### config.mk
export PLATFORM = sky130hd
export DESIGN_NAME = i2c_master_bit_engine
export DESIGN_NICKNAME = d
export VERILOG_FILES = /design/src/rtl/ibe_pkg.sv /design/src/rtl/i2c_master_bit_engine.sv
export SDC_FILE = /design/constraint.sdc
export NUM_CORES = 1
export LEC_CHECK = 0
export BUFFER_PORTS_ARGS = -buffer_cell sky130_fd_sc_hd__buf_2
export CAP_MARGIN = 0
export CORE_ASPECT_RATIO = 1.5
export CORE_UTILIZATION = 45
export DETAILED_ROUTE_END_ITERATION = 10
export GPL_TIMING_DRIVEN = 0
export MAX_ROUTING_LAYER = met4
export PLACE_DENSITY = 0.61
export SETUP_SLACK_MARGIN = 0.2
export SYNTH_ARGS = -nofsm -noshare
export SYNTH_HDL_FRONTEND = slang
export SYNTH_SLANG_ARGS = --single-unit
export TNS_END_PERCENT = 30
### constraint.sdc
create_clock -name i_clk -period 7.4 [get_ports i_clk]
set_clock_uncertainty 0.15 [all_clocks]
set_input_delay 1.85 -clock i_clk [delete_from_list [all_inputs] [get_ports i_clk]]
set_output_delay 1.85 -clock i_clk [all_outputs]
set_load 0.005 [all_outputs]
### src/rtl/ibe_pkg.sv
package ibe_pkg;

    // width of the per-unit tick counter
    localparam int TICK_COUNT_WIDTH = 16;

    // configuration port
    localparam int CFG_INDEX_W = 1;
    localparam int CFG_DATA_W  = 16;

    typedef enum logic [CFG_INDEX_W-1:0] {
        CFG_TICKS_PER_UNIT = 1'd0,
        CFG_ACK_TIMEOUT    = 1'd1
    } t_cfg_index;

    localparam logic [15:0] TICKS_PER_UNIT_RESET = 16'd100;
    localparam logic [7:0]  ACK_TIMEOUT_RESET    = 8'd250;

    // command codes
    typedef enum logic [2:0] {
        OP_NONE  = 3'd0,
        OP_START = 3'd1,
        OP_STOP  = 3'd2,
        OP_WRITE = 3'd3,
        OP_ACK   = 3'd4,
        OP_READ  = 3'd5
    } t_op;

    // delay lengths in units
    localparam logic [2:0] UNITS_4 = 3'd4;
    localparam logic [2:0] UNITS_2 = 3'd2;
    localparam logic [2:0] UNITS_1 = 3'd1;

    localparam logic [3:0] BYTE_BITS = 4'd8;

    // most phases that the chain may run within one tick
    localparam int RUN_STEPS = 3;

    // bus sequencer phases
    typedef enum logic [4:0] {
        PH_IDLE = 5'd0,
        PH_S0   = 5'd1,
        PH_S1   = 5'd2,
        PH_S2   = 5'd3,
        PH_P0   = 5'd4,
        PH_P1   = 5'd5,
        PH_P2   = 5'd6,
        PH_W0   = 5'd7,
        PH_W1   = 5'd8,
        PH_W2   = 5'd9,
        PH_W3   = 5'd10,
        PH_W4   = 5'd11,
        PH_A0   = 5'd12,
        PH_A1   = 5'd13,
        PH_A2   = 5'd14,
        PH_R0   = 5'd15,
        PH_R1   = 5'd16,
        PH_R2   = 5'd17,
        PH_R3   = 5'd18,
        PH_K0   = 5'd19,
        PH_K1   = 5'd20,
        PH_K2   = 5'd21
    } t_phase;

    // one tick in
    typedef struct packed {
        logic [2:0] operation;
        logic [7:0] data_byte;
        logic       send_ack;
        logic       sda_sample;
    } t_item;

    // one tick out
    typedef struct packed {
        logic       scl_level;
        logic       sda_out_enable;
        logic       sda_level;
        logic       busy_res;
        logic       done_res;
        logic [7:0] read_data;
        logic       ack_missing;
    } t_result;

endpackage

### src/rtl/i2c_master_bit_engine.sv
// I2C master bit engine.
// Input channel: one word per bus timer tick. A word carries an optional
// command (start, stop, write byte, wait ack, read byte) and the sampled
// SDA level. Commands given while a command runs are ignored.
// Output channel: one word per input word with the SCL/SDA drive levels,
// busy, a one-tick done pulse, the last read byte and the ack-missing flag,
// all as they stand after that tick.
// The result word is registered: output register, or skid entry while the
// result stalls. Throughput: one word per cycle unless o_in_stall is high;
// the sequencer update for a tick is a single pass of logic from the state
// registers to the result. Two output entries (output register plus skid
// entry) let one more word in while a result is stalled; a word taken while
// the result word stalls fills the skid entry and raises o_in_stall from the
// next cycle until the result word is taken and the skid entry moves up.
// Configuration: i_cfg_we writes ticks_per_unit (index 0) or ack_timeout
// (index 1); a write takes effect at once.
// Reset (synchronous, i_rst_n low): sequencer idle, SCL/SDA released high
// with SDA driven, both output entries empty, registers back to 100
// ticks per unit and an ack timeout of 250.
module i2c_master_bit_engine (
    input  logic                                i_clk,
    input  logic                                i_rst_n,
    input  logic                                i_in_valid,
    output logic                                o_in_stall,
    input  ibe_pkg::t_item                      i_in_item,
    output logic                                o_out_valid,
    input  logic                                i_out_stall,
    output ibe_pkg::t_result                    o_out_item,
    input  logic                                i_cfg_we,
    input  logic [ibe_pkg::CFG_INDEX_W-1:0]     i_cfg_index,
    input  logic [ibe_pkg::CFG_DATA_W-1:0]      i_cfg_data
);

    localparam int TW = ibe_pkg::TICK_COUNT_WIDTH;

    // configuration registers
    logic [15:0] r_ticks_per_unit;
    logic [7:0]  r_ack_timeout;

    // sequencer state
    ibe_pkg::t_phase r_phase,         n_phase;
    logic [TW-1:0]   r_tick_count,    n_tick_count;
    logic [2:0]      r_unit_count,    n_unit_count;
    logic [3:0]      r_bit_index,     n_bit_index;
    logic [7:0]      r_shift_byte,    n_shift_byte;
    logic [7:0]      r_poll_count,    n_poll_count;
    logic            r_scl,           n_scl;
    logic            r_sda,           n_sda;
    logic            r_sda_oe,        n_sda_oe;
    logic            r_ack_choice,    n_ack_choice;
    logic [7:0]      r_received_byte, n_received_byte;
    logic            r_ack_flag,      n_ack_flag;
    logic            n_done;

    // output buffer
    logic              r_out_valid;
    ibe_pkg::t_result  r_out_item;
    logic              r_skid_valid;
    ibe_pkg::t_result  r_skid_item;
    ibe_pkg::t_result  n_result;

    logic w_accept;
    logic w_take;

    assign o_in_stall  = r_skid_valid;
    assign w_accept    = i_in_valid && !r_skid_valid;
    assign w_take      = r_out_valid && !i_out_stall;
    assign o_out_valid = r_out_valid;
    assign o_out_item  = r_out_item;

    // configuration writes
    always_ff @(posedge i_clk) begin
        if (!i_rst_n) begin
            r_ticks_per_unit <= ibe_pkg::TICKS_PER_UNIT_RESET;
            r_ack_timeout    <= ibe_pkg::ACK_TIMEOUT_RESET;
        end else if (i_cfg_we) begin
            case (ibe_pkg::t_cfg_index'(i_cfg_index))
                ibe_pkg::CFG_TICKS_PER_UNIT: r_ticks_per_unit <= i_cfg_data[15:0];
                ibe_pkg::CFG_ACK_TIMEOUT:    r_ack_timeout    <= i_cfg_data[7:0];
                default: ;
            endcase
        end
    end

    // next state for one tick: command entry or delay countdown, then the phase chain
    always_comb begin
        ibe_pkg::t_phase v_phase;
        logic            v_run;
        logic [TW-1:0]   v_next;
        logic [15:0]     v_limit;

        n_phase         = r_phase;
        n_tick_count    = r_tick_count;
        n_unit_count    = r_unit_count;
        n_bit_index     = r_bit_index;
        n_shift_byte    = r_shift_byte;
        n_poll_count    = r_poll_count;
        n_scl           = r_scl;
        n_sda           = r_sda;
        n_sda_oe        = r_sda_oe;
        n_ack_choice    = r_ack_choice;
        n_received_byte = r_received_byte;
        n_ack_flag      = r_ack_flag;
        n_done          = 1'b0;
        v_phase         = r_phase;
        v_run           = 1'b0;
        v_next          = r_tick_count + TW'(1);
        v_limit         = (r_ticks_per_unit == 16'd0) ? 16'd1 : r_ticks_per_unit;

        // command entry or delay countdown
        if (r_phase == ibe_pkg::PH_IDLE) begin
            case (ibe_pkg::t_op'(i_in_item.operation))
                ibe_pkg::OP_START: begin
                    v_phase = ibe_pkg::PH_S0;
                    v_run   = 1'b1;
                end
                ibe_pkg::OP_STOP: begin
                    v_phase = ibe_pkg::PH_P0;
                    v_run   = 1'b1;
                end
                ibe_pkg::OP_WRITE: begin
                    n_shift_byte = i_in_item.data_byte;
                    v_phase      = ibe_pkg::PH_W0;
                    v_run        = 1'b1;
                end
                ibe_pkg::OP_ACK: begin
                    n_ack_flag = 1'b0;
                    v_phase    = ibe_pkg::PH_A0;
                    v_run      = 1'b1;
                end
                ibe_pkg::OP_READ: begin
                    n_ack_choice = i_in_item.send_ack;
                    v_phase      = ibe_pkg::PH_R0;
                    v_run        = 1'b1;
                end
                default: ;
            endcase
        end else if (r_unit_count != 3'd0) begin
            if ((32'(v_next) >= 32'(v_limit)) || (v_next == '0)) begin
                n_tick_count = '0;
                n_unit_count = r_unit_count - 3'd1;
                v_run        = (n_unit_count == 3'd0);
            end else begin
                n_tick_count = v_next;
            end
        end else begin
            v_run = 1'b1;
        end

        // phases that follow one another without a delay run in the same tick
        for (int k = 0; k < ibe_pkg::RUN_STEPS; k++) begin
            if (v_run) begin
                case (v_phase)
                    ibe_pkg::PH_S0: begin
                        n_sda_oe = 1'b1; n_sda = 1'b1; n_scl = 1'b1;
                        n_unit_count = ibe_pkg::UNITS_4; n_tick_count = '0;
                        n_phase = ibe_pkg::PH_S1; v_run = 1'b0;
                    end
                    ibe_pkg::PH_S1: begin
                        n_sda = 1'b0;
                        n_unit_count = ibe_pkg::UNITS_4; n_tick_count = '0;
                        n_phase = ibe_pkg::PH_S2; v_run = 1'b0;
                    end
                    ibe_pkg::PH_S2: begin
                        n_scl = 1'b0; v_phase = ibe_pkg::PH_IDLE;
                    end
                    ibe_pkg::PH_P0: begin
                        n_sda_oe = 1'b1; n_scl = 1'b0; n_sda = 1'b0;
                        n_unit_count = ibe_pkg::UNITS_4; n_tick_count = '0;
                        n_phase = ibe_pkg::PH_P1; v_run = 1'b0;
                    end
                    ibe_pkg::PH_P1: begin
                        n_scl = 1'b1; n_sda = 1'b1;
                        n_unit_count = ibe_pkg::UNITS_4; n_tick_count = '0;
                        n_phase = ibe_pkg::PH_P2; v_run = 1'b0;
                    end
                    ibe_pkg::PH_P2: begin
                        v_phase = ibe_pkg::PH_IDLE;
                    end
                    ibe_pkg::PH_W0: begin
                        n_sda_oe = 1'b1; n_scl = 1'b0; n_bit_index = 4'd0;
                        v_phase = ibe_pkg::PH_W1;
                    end
                    ibe_pkg::PH_W1: begin
                        n_sda        = n_shift_byte[7];
                        n_shift_byte = {n_shift_byte[6:0], 1'b0};
                        n_unit_count = ibe_pkg::UNITS_2; n_tick_count = '0;
                        n_phase = ibe_pkg::PH_W2; v_run = 1'b0;
                    end
                    ibe_pkg::PH_W2: begin
                        n_scl = 1'b1;
                        n_unit_count = ibe_pkg::UNITS_2; n_tick_count = '0;
                        n_phase = ibe_pkg::PH_W3; v_run = 1'b0;
                    end
                    ibe_pkg::PH_W3: begin
                        n_scl = 1'b0;
                        n_unit_count = ibe_pkg::UNITS_2; n_tick_count = '0;
                        n_phase = ibe_pkg::PH_W4; v_run = 1'b0;
                    end
                    ibe_pkg::PH_W4: begin
                        n_bit_index = n_bit_index + 4'd1;
                        v_phase = (n_bit_index < ibe_pkg::BYTE_BITS) ?
                                  ibe_pkg::PH_W1 : ibe_pkg::PH_IDLE;
                    end
                    ibe_pkg::PH_A0: begin
                        n_sda_oe = 1'b0; n_sda = 1'b1;
                        n_unit_count = ibe_pkg::UNITS_1; n_tick_count = '0;
                        n_phase = ibe_pkg::PH_A1; v_run = 1'b0;
                    end
                    ibe_pkg::PH_A1: begin
                        n_scl = 1'b1; n_poll_count = 8'd0;
                        n_unit_count = ibe_pkg::UNITS_1; n_tick_count = '0;
                        n_phase = ibe_pkg::PH_A2; v_run = 1'b0;
                    end
                    ibe_pkg::PH_A2: begin
                        // poll ack: low ends the wait, too many highs force a stop
                        if (!i_in_item.sda_sample) begin
                            n_scl = 1'b0; v_phase = ibe_pkg::PH_IDLE;
                        end else if (n_poll_count >= r_ack_timeout) begin
                            n_ack_flag = 1'b1; v_phase = ibe_pkg::PH_P0;
                        end else begin
                            n_poll_count = n_poll_count + 8'd1;
                            n_phase = ibe_pkg::PH_A2; n_unit_count = 3'd0;
                            v_run = 1'b0;
                        end
                    end
                    ibe_pkg::PH_R0: begin
                        n_sda_oe = 1'b0; n_bit_index = 4'd0; n_shift_byte = 8'd0;
                        v_phase = ibe_pkg::PH_R1;
                    end
                    ibe_pkg::PH_R1: begin
                        n_scl = 1'b0;
                        n_unit_count = ibe_pkg::UNITS_2; n_tick_count = '0;
                        n_phase = ibe_pkg::PH_R2; v_run = 1'b0;
                    end
                    ibe_pkg::PH_R2: begin
                        n_scl        = 1'b1;
                        n_shift_byte = {n_shift_byte[6:0], i_in_item.sda_sample};
                        n_unit_count = ibe_pkg::UNITS_1; n_tick_count = '0;
                        n_phase = ibe_pkg::PH_R3; v_run = 1'b0;
                    end
                    ibe_pkg::PH_R3: begin
                        n_bit_index = n_bit_index + 4'd1;
                        if (n_bit_index < ibe_pkg::BYTE_BITS) begin
                            v_phase = ibe_pkg::PH_R1;
                        end else begin
                            n_received_byte = n_shift_byte;
                            v_phase = ibe_pkg::PH_K0;
                        end
                    end
                    ibe_pkg::PH_K0: begin
                        n_scl = 1'b0; n_sda_oe = 1'b1; n_sda = !n_ack_choice;
                        n_unit_count = ibe_pkg::UNITS_2; n_tick_count = '0;
                        n_phase = ibe_pkg::PH_K1; v_run = 1'b0;
                    end
                    ibe_pkg::PH_K1: begin
                        n_scl = 1'b1;
                        n_unit_count = ibe_pkg::UNITS_2; n_tick_count = '0;
                        n_phase = ibe_pkg::PH_K2; v_run = 1'b0;
                    end
                    ibe_pkg::PH_K2: begin
                        n_scl = 1'b0; v_phase = ibe_pkg::PH_IDLE;
                    end
                    default: begin
                        // command complete
                        n_phase = ibe_pkg::PH_IDLE; n_unit_count = 3'd0;
                        n_tick_count = '0; n_done = 1'b1; v_run = 1'b0;
                    end
                endcase
            end
        end

        n_result.scl_level      = n_scl;
        n_result.sda_out_enable = n_sda_oe;
        n_result.sda_level      = n_sda;
        n_result.busy_res       = (n_phase != ibe_pkg::PH_IDLE);
        n_result.done_res       = n_done;
        n_result.read_data      = n_received_byte;
        n_result.ack_missing    = n_ack_flag;
    end

    // sequencer state registers, advanced once per accepted word
    always_ff @(posedge i_clk) begin
        if (!i_rst_n) begin
            r_phase         <= ibe_pkg::PH_IDLE;
            r_tick_count    <= '0;
            r_unit_count    <= 3'd0;
            r_bit_index     <= 4'd0;
            r_shift_byte    <= 8'd0;
            r_poll_count    <= 8'd0;
            r_scl           <= 1'b1;
            r_sda           <= 1'b1;
            r_sda_oe        <= 1'b1;
            r_ack_choice    <= 1'b0;
            r_received_byte <= 8'd0;
            r_ack_flag      <= 1'b0;
        end else if (w_accept) begin
            r_phase         <= n_phase;
            r_tick_count    <= n_tick_count;
            r_unit_count    <= n_unit_count;
            r_bit_index     <= n_bit_index;
            r_shift_byte    <= n_shift_byte;
            r_poll_count    <= n_poll_count;
            r_scl           <= n_scl;
            r_sda           <= n_sda;
            r_sda_oe        <= n_sda_oe;
            r_ack_choice    <= n_ack_choice;
            r_received_byte <= n_received_byte;
            r_ack_flag      <= n_ack_flag;
        end
    end

    // output register and skid entry
    always_ff @(posedge i_clk) begin
        if (!i_rst_n) begin
            r_out_valid  <= 1'b0;
            r_skid_valid <= 1'b0;
        end else if (w_take || !r_out_valid) begin
            if (r_skid_valid) begin
                r_out_valid  <= 1'b1;
                r_skid_valid <= 1'b0;
            end else begin
                r_out_valid <= w_accept;
            end
        end else if (w_accept) begin
            r_skid_valid <= 1'b1;
        end
    end

    // payload of the output buffer
    always_ff @(posedge i_clk) begin
        if (w_take || !r_out_valid) begin
            if (r_skid_valid) begin
                r_out_item <= r_skid_item;
            end else if (w_accept) begin
                r_out_item <= n_result;
            end
        end else if (w_accept) begin
            r_skid_item <= n_result;
        end
    end

endmodule

# After elaboration in Yosys (flattened, before gate mapping)
# Index checks and enable logic that the tools add are counted.
op_classes:
  addsub: 8
  magnitude_cmp: 7
  n_eq_ne: 68
  n_mux: 144
  bitwise_logic: 3
  n_reduce_logical: 65
op_table:
  columns: ["cell", "n"]
  rows:
  - ["$pmux 5 s15", 3]
  - ["$mux 8", 23]
  - ["$mux 16", 10]
  - ["$eq 5x4->1 const B", 24]
  - ["$eq 5x5->1 const B", 18]
  - ["$mux 5", 16]
  - ["$pmux 8 s3", 3]
  - ["$reduce_or 21->1", 3]
  - ["$eq 5x3->1 const B", 12]
  - ["$pmux 5 s6", 2]
  - ["$pmux 8 s2", 3]
  - ["$mux 1", 45]
  - ["$pmux 3 s5", 3]
  - ["$reduce_or 7->1", 6]
  - ["$mux 3", 12]
  - ["$reduce_or 6->1", 6]
  - ["$logic_not 16->1", 2]
  - ["$eq 5x2->1 const B", 6]
  - ["$mux 14", 2]
  - ["$reduce_or 2->1", 13]
  - ["$pmux 5 s5", 1]
  - ["$add 8x1->8 const B", 3]
  - ["$ge 8x8->1", 3]
  - ["$pmux 4 s2", 3]
  - ["28 further kinds", 73]
word_totals:
  ff_bits: 111
  output_inout_bits: 16
  wordCells: 325

# Depth between registers and ports, before layout
depth:
  word_depth: 21
  depth_mapped: 19
  ltp_nobuf: 16

# Worst setup path after synthesis
# No wires, ideal clock.
synth_path:
  kind: "in2reg"
  startpoint: "input port i_in_item[11] in the netlist's numbering"
  endpoint: "register r_out_item (netlist bit o_out_item[10]), data pin"
  setup_time_ns: 0.260
  arrival_time_ns: 4.179
  path_slack_ns: 2.812
  path_stages: 12
  n_path_buf: 2
  cell_sequence: "buf_2 -> xor2_1 -> a31oi_1 -> nor3_1 -> or3_1 -> or2_1 -> clkbuf_1 -> nor4_1 -> o21ai_0 -> o21ai_1 -> nand4_1 -> mux2_2"
synth_lines:
  columns: ["element", "line", "source"]
  rows:
  - ["start: declaration", "i2c_master_bit_engine.sv:25", "input ibe_pkg::t_item i_in_item,"]
  - ["end signal: assignment", "i2c_master_bit_engine.sv:334", "r_out_item <= r_skid_item;"]
  - ["end signal: assignment", "i2c_master_bit_engine.sv:336", "r_out_item <= n_result;"]
  - ["end: declaration", "i2c_master_bit_engine.sv:57", "ibe_pkg::t_result r_out_item;"]

==> results.md <==
* Post-CTS Resized at 0
* Flop-to-flop setup slack at around 1.8 ns
* DRT Pass-1 Iters at 5
* Num CTS Buffers at 9
* Final Power at approximately 1800 µW
* Via density per instance at roughly 5.8
* Final design utilization at ~51%
* Inst Count DP at roughly 1200
* Skew-Pair Late Insertion Delay at between 0.3 and 0.4 ns
* Grt total ovfl at 0
* Crit-path leading delay family: compound AO/OA/AOI/OAI gates
* Initial Utilization at 46.0%
* Max-cap violations at 0
* Crit share post-route at roughly three quarters
* Multi-input gate area at between 4000 and 5000 µm²
* Post-synth EDFFs at 28
* Global-route wire length before repair at around 36000 µm
* Crit start category: flop
* Die Y at approximately 160 µm
* # DRC at 0
* Synth area leaders: dfxtp_1 23%, edfxtp_1 12%, nand2_1 6.4%
* Clock Path Buffers at 2
* Global placer's final weighted congestion at ~0.97
* Gate Count Post-Synth at 899
* Final net count at around 1000
* Number of global-route vias before repair at around 6700
* CP bufs+invs at 1
* IO buf count at 48
* Routed WL at roughly 23000 µm
* Final non-filler cell total at approximately 1200
* Measured slew at the worst slew-check pin at 1.27 ns
* Final setup vio count at 0
* CTS tree: built
* Share of layout cells above drive strength 1 at 13.7%
* Fillers at approximately 1600
* Setup TNS at 0 ns
* Final slew viol count at 0
* Clock H-tree levels at 3
* Antenna violations before repair at 0
* Clk slew on worst S/H paths at approximately 0.08 ns
* Maximum clock rate at roughly 180 MHz
* Clk sinks at around 110
* Largest area contributor in the netlist: dfxtp_1
* Site Rows at between 50 and 60
* FF/Latch Area at 2500 µm²
* Die W at 105 µm
* CP Data Arrival Time at around 5.6 ns
* Mean Syn Cell Area at ~8 µm²
* Worst IR drop on VDD at approximately 120 µV
* Number of buffers inserted by hold repair at cts at 0
* Post-Syn Area at about 7000 µm²
* Top cell type's share of synthesized area at a little under a quarter
* Pin count of the biggest net entering global routing at 21
* Crit Path Max Fanout at 8
* Worst Path Required at 7.37 ns
* Hold crit path type: reg -> reg
* Critical path class: reg -> reg
* Rel. slew slack at 14.9%
* Prevailing post-synth register cell: dfxtp_1
* Tmin final at ~5.6 ns
* Seq/Total Area, Yosys at 34.8%
* Core ar. at 15600 µm²
* Syn nets at between 900 and 1000
* Worst path max stage delay at between 0.5 and 0.6 ns
* Setup Buffers After CTS at 0
* Critical-path cell list: ha_1 -> nand3_2 -> nor4_4 -> nand3_1 -> xnor2_1 -> ha_1 -> o21ai_0 -> o21bai_1 -> a2111oi_1 -> a21oi_1 -> or2_2 -> clkbuf_2 -> o21ai_4 -> mux2i_1 -> o21ai_1 -> nand4_1 -> mux2_2
* Yosys warns at 0
* Via count at around 6800
* Iter 0 DRT Violations at roughly 540
* Yosys cell types at 86
* Total track usage at 29.4%
* Clock root buffer: clkbuf_16
* Worst setup EP type: flop
* Antenna fix cells at 0
* Layout area overhead at 10.9%
* Die area at 16500 µm²
* Async set or reset register ratio after synthesis at 0%
* Detail Route Antenna Nets at 0
* Cell Pwr Density at approximately 230 nW/µm²
* Routed length per instance at between 15 and 20 µm
* DP Wirelength at approximately 18000 µm
* RSZ-0062 raised after global routing: no
* #FFs+latches synth at 111
* Worst path most repeated cell: ha_1
* Leakage at ~0.0032 µW
* Fin. Hold Viols at 0
* Top Ports at 51
* Slowest-stage cell, CP: dfxtp_1
* Status: finished, final reports clean
==> worst paths after layout <==
| path | to | depth (start not counted) | start |
|---|---|---|---|
| worst max-delay path | o_out_item[10]$_DFFE_PP_ | 17 | r_tick_count[0]$_SDFFE_PN0P_ |
| worst min register to register | r_shift_byte[0]$_SDFFE_PN0P_ | 2 | r_shift_byte[0]$_SDFFE_PN0P_ |
| worst min-delay path | r_shift_byte[0]$_SDFFE_PN0P_ | 2 | r_shift_byte[0]$_SDFFE_PN0P_ |
| worst max register to register | o_out_item[10]$_DFFE_PP_ | 17 | r_tick_count[0]$_SDFFE_PN0P_ |
==> worst reg2reg max path, stage by stage, from the launching register on <==
cell and delay [ns]:
dfxtp_1 0.52, ha_1 0.35, nand3_2 0.23, nor4_4 0.44
nand3_1 0.15, xnor2_1 0.33, ha_1 0.30, o21ai_0 0.16
o21bai_1 0.10, a2111oi_1 0.33, a21oi_1 0.23, or2_2 0.32
clkbuf_2 0.21, o21ai_4 0.32, mux2i_1 0.24, o21ai_1 0.44
nand4_1 0.26, mux2_2 0.32
==> routing by layer <==
metal	share of wire [%]	global-route usage [%]	vias up
met5	0	-	-
li1	-	-	3376
met1	39	30.9	3192
met4	4.4	15.4	0
met3	3.9	4.08	62
met2	52	53.5	168
==> sequential cells by signal, summed over array words and instances (netlist names) <==
signal and cells:
r_tick_count 16, r_ticks_per_unit 16, o_out_item 14, r_skid_item 14, r_ack_timeout 8, r_poll_count 8
r_received_byte 8, r_shift_byte 8, r_phase 5, r_bit_index 4, r_unit_count 3, o_in_stall 1
o_out_valid 1, r_ack_choice 1, r_ack_flag 1, r_scl 1, r_sda 1, r_sda_oe 1
==> cell families (layout without fill, tap and decap cells) <==
family,after synthesis,after routing,share of synthesized area [%]
compound gates,267,267,24.2
fa+ha+maj,30,30,5.23
simple gates,344,344,23.4
buf+inv,100,164,5.80
mux,28,28,4.22
flops,111,111,34.8
xor+xnor,19,19,2.32
==> synth_stat cells, types with 4 or more instances <==
cell and number:
and2_1 4, nand4_1 10, a21oi_1 82, or2_2 4, nand3b_1 5, a22o_1 4
mux2i_1 10, xor2_1 11, a21o_1 6, nor3_1 30, a211oi_1 10, ha_1 30
nor2_1 76, buf_1 4, a22oi_1 9, o21ai_1 6, o31ai_1 13, buf_2 13
o211ai_1 20, xnor2_1 8, nor4_1 11, or3_1 6, mux2_2 18, o21ai_0 60
edfxtp_1 28, clkbuf_1 33, nand2b_1 9, inv_1 42, a31oi_1 9, dfxtp_1 83
nand2_1 123, nor2b_1 11, o22ai_1 6, o211a_1 5, nand3_1 29
==> final cells by class <==
type / instances / share of cell area (%)
plain buffers: 55 / 3.11
clock buffers: 10 / 2.87
clock inverters: 6 / 0.722
inverters: 45 / 2.12
multi-input cells: 688 / 53.6
flip-flops and latches: 111 / 31.4
well taps: 203 / 3.19
repair buffers: 48 / 3.02
==> cells in the final DEF (no fill, tap or decap), drive strengths merged, types with 6 or more instances in the layout <==
cell type  synthesis  layout
nand2            123     123
a21oi             84      84
dfxtp             83      83
nor2              77      77
buf               20      68
o21ai             68      68
inv               43      45
clkbuf            35      45
nor3              32      32
nand3             31      31
ha                30      30
edfxtp            28      28
o211ai            21      21
mux2              18      18
o31ai             14      14
nor4              13      13
nand4             13      13
nor2b             11      11
xor2              11      11
a211oi            11      11
mux2i             10      10
a22oi             10      10
a31oi              9       9
nand2b             9       9
xnor2              8       8
or3                6       6
o22ai              6       6
a21o               6       6
==> report_power, final <==
group          switching (µW)  internal [µW]  total, µW
sequential               25.8            671        697
combinational             443            213        656
clock                     242            236        478
total                     711           1120       1830
==> stage by stage <==
step | setup WS, ns | hold WS, ns | instance area [µm²]
floorplan | 2.81 | 0.282 | 7180
finish | 1.77 | 0.305 | 7970
global placement | 1.86 | 0.288 | 7680
global route | 1.49 | 0.330 | 7970
CTS | 1.83 | 0.304 | 7960
detailed placement | 1.84 | 0.296 | 7680
Note: power is estimated with default switching activity, not from simulation.
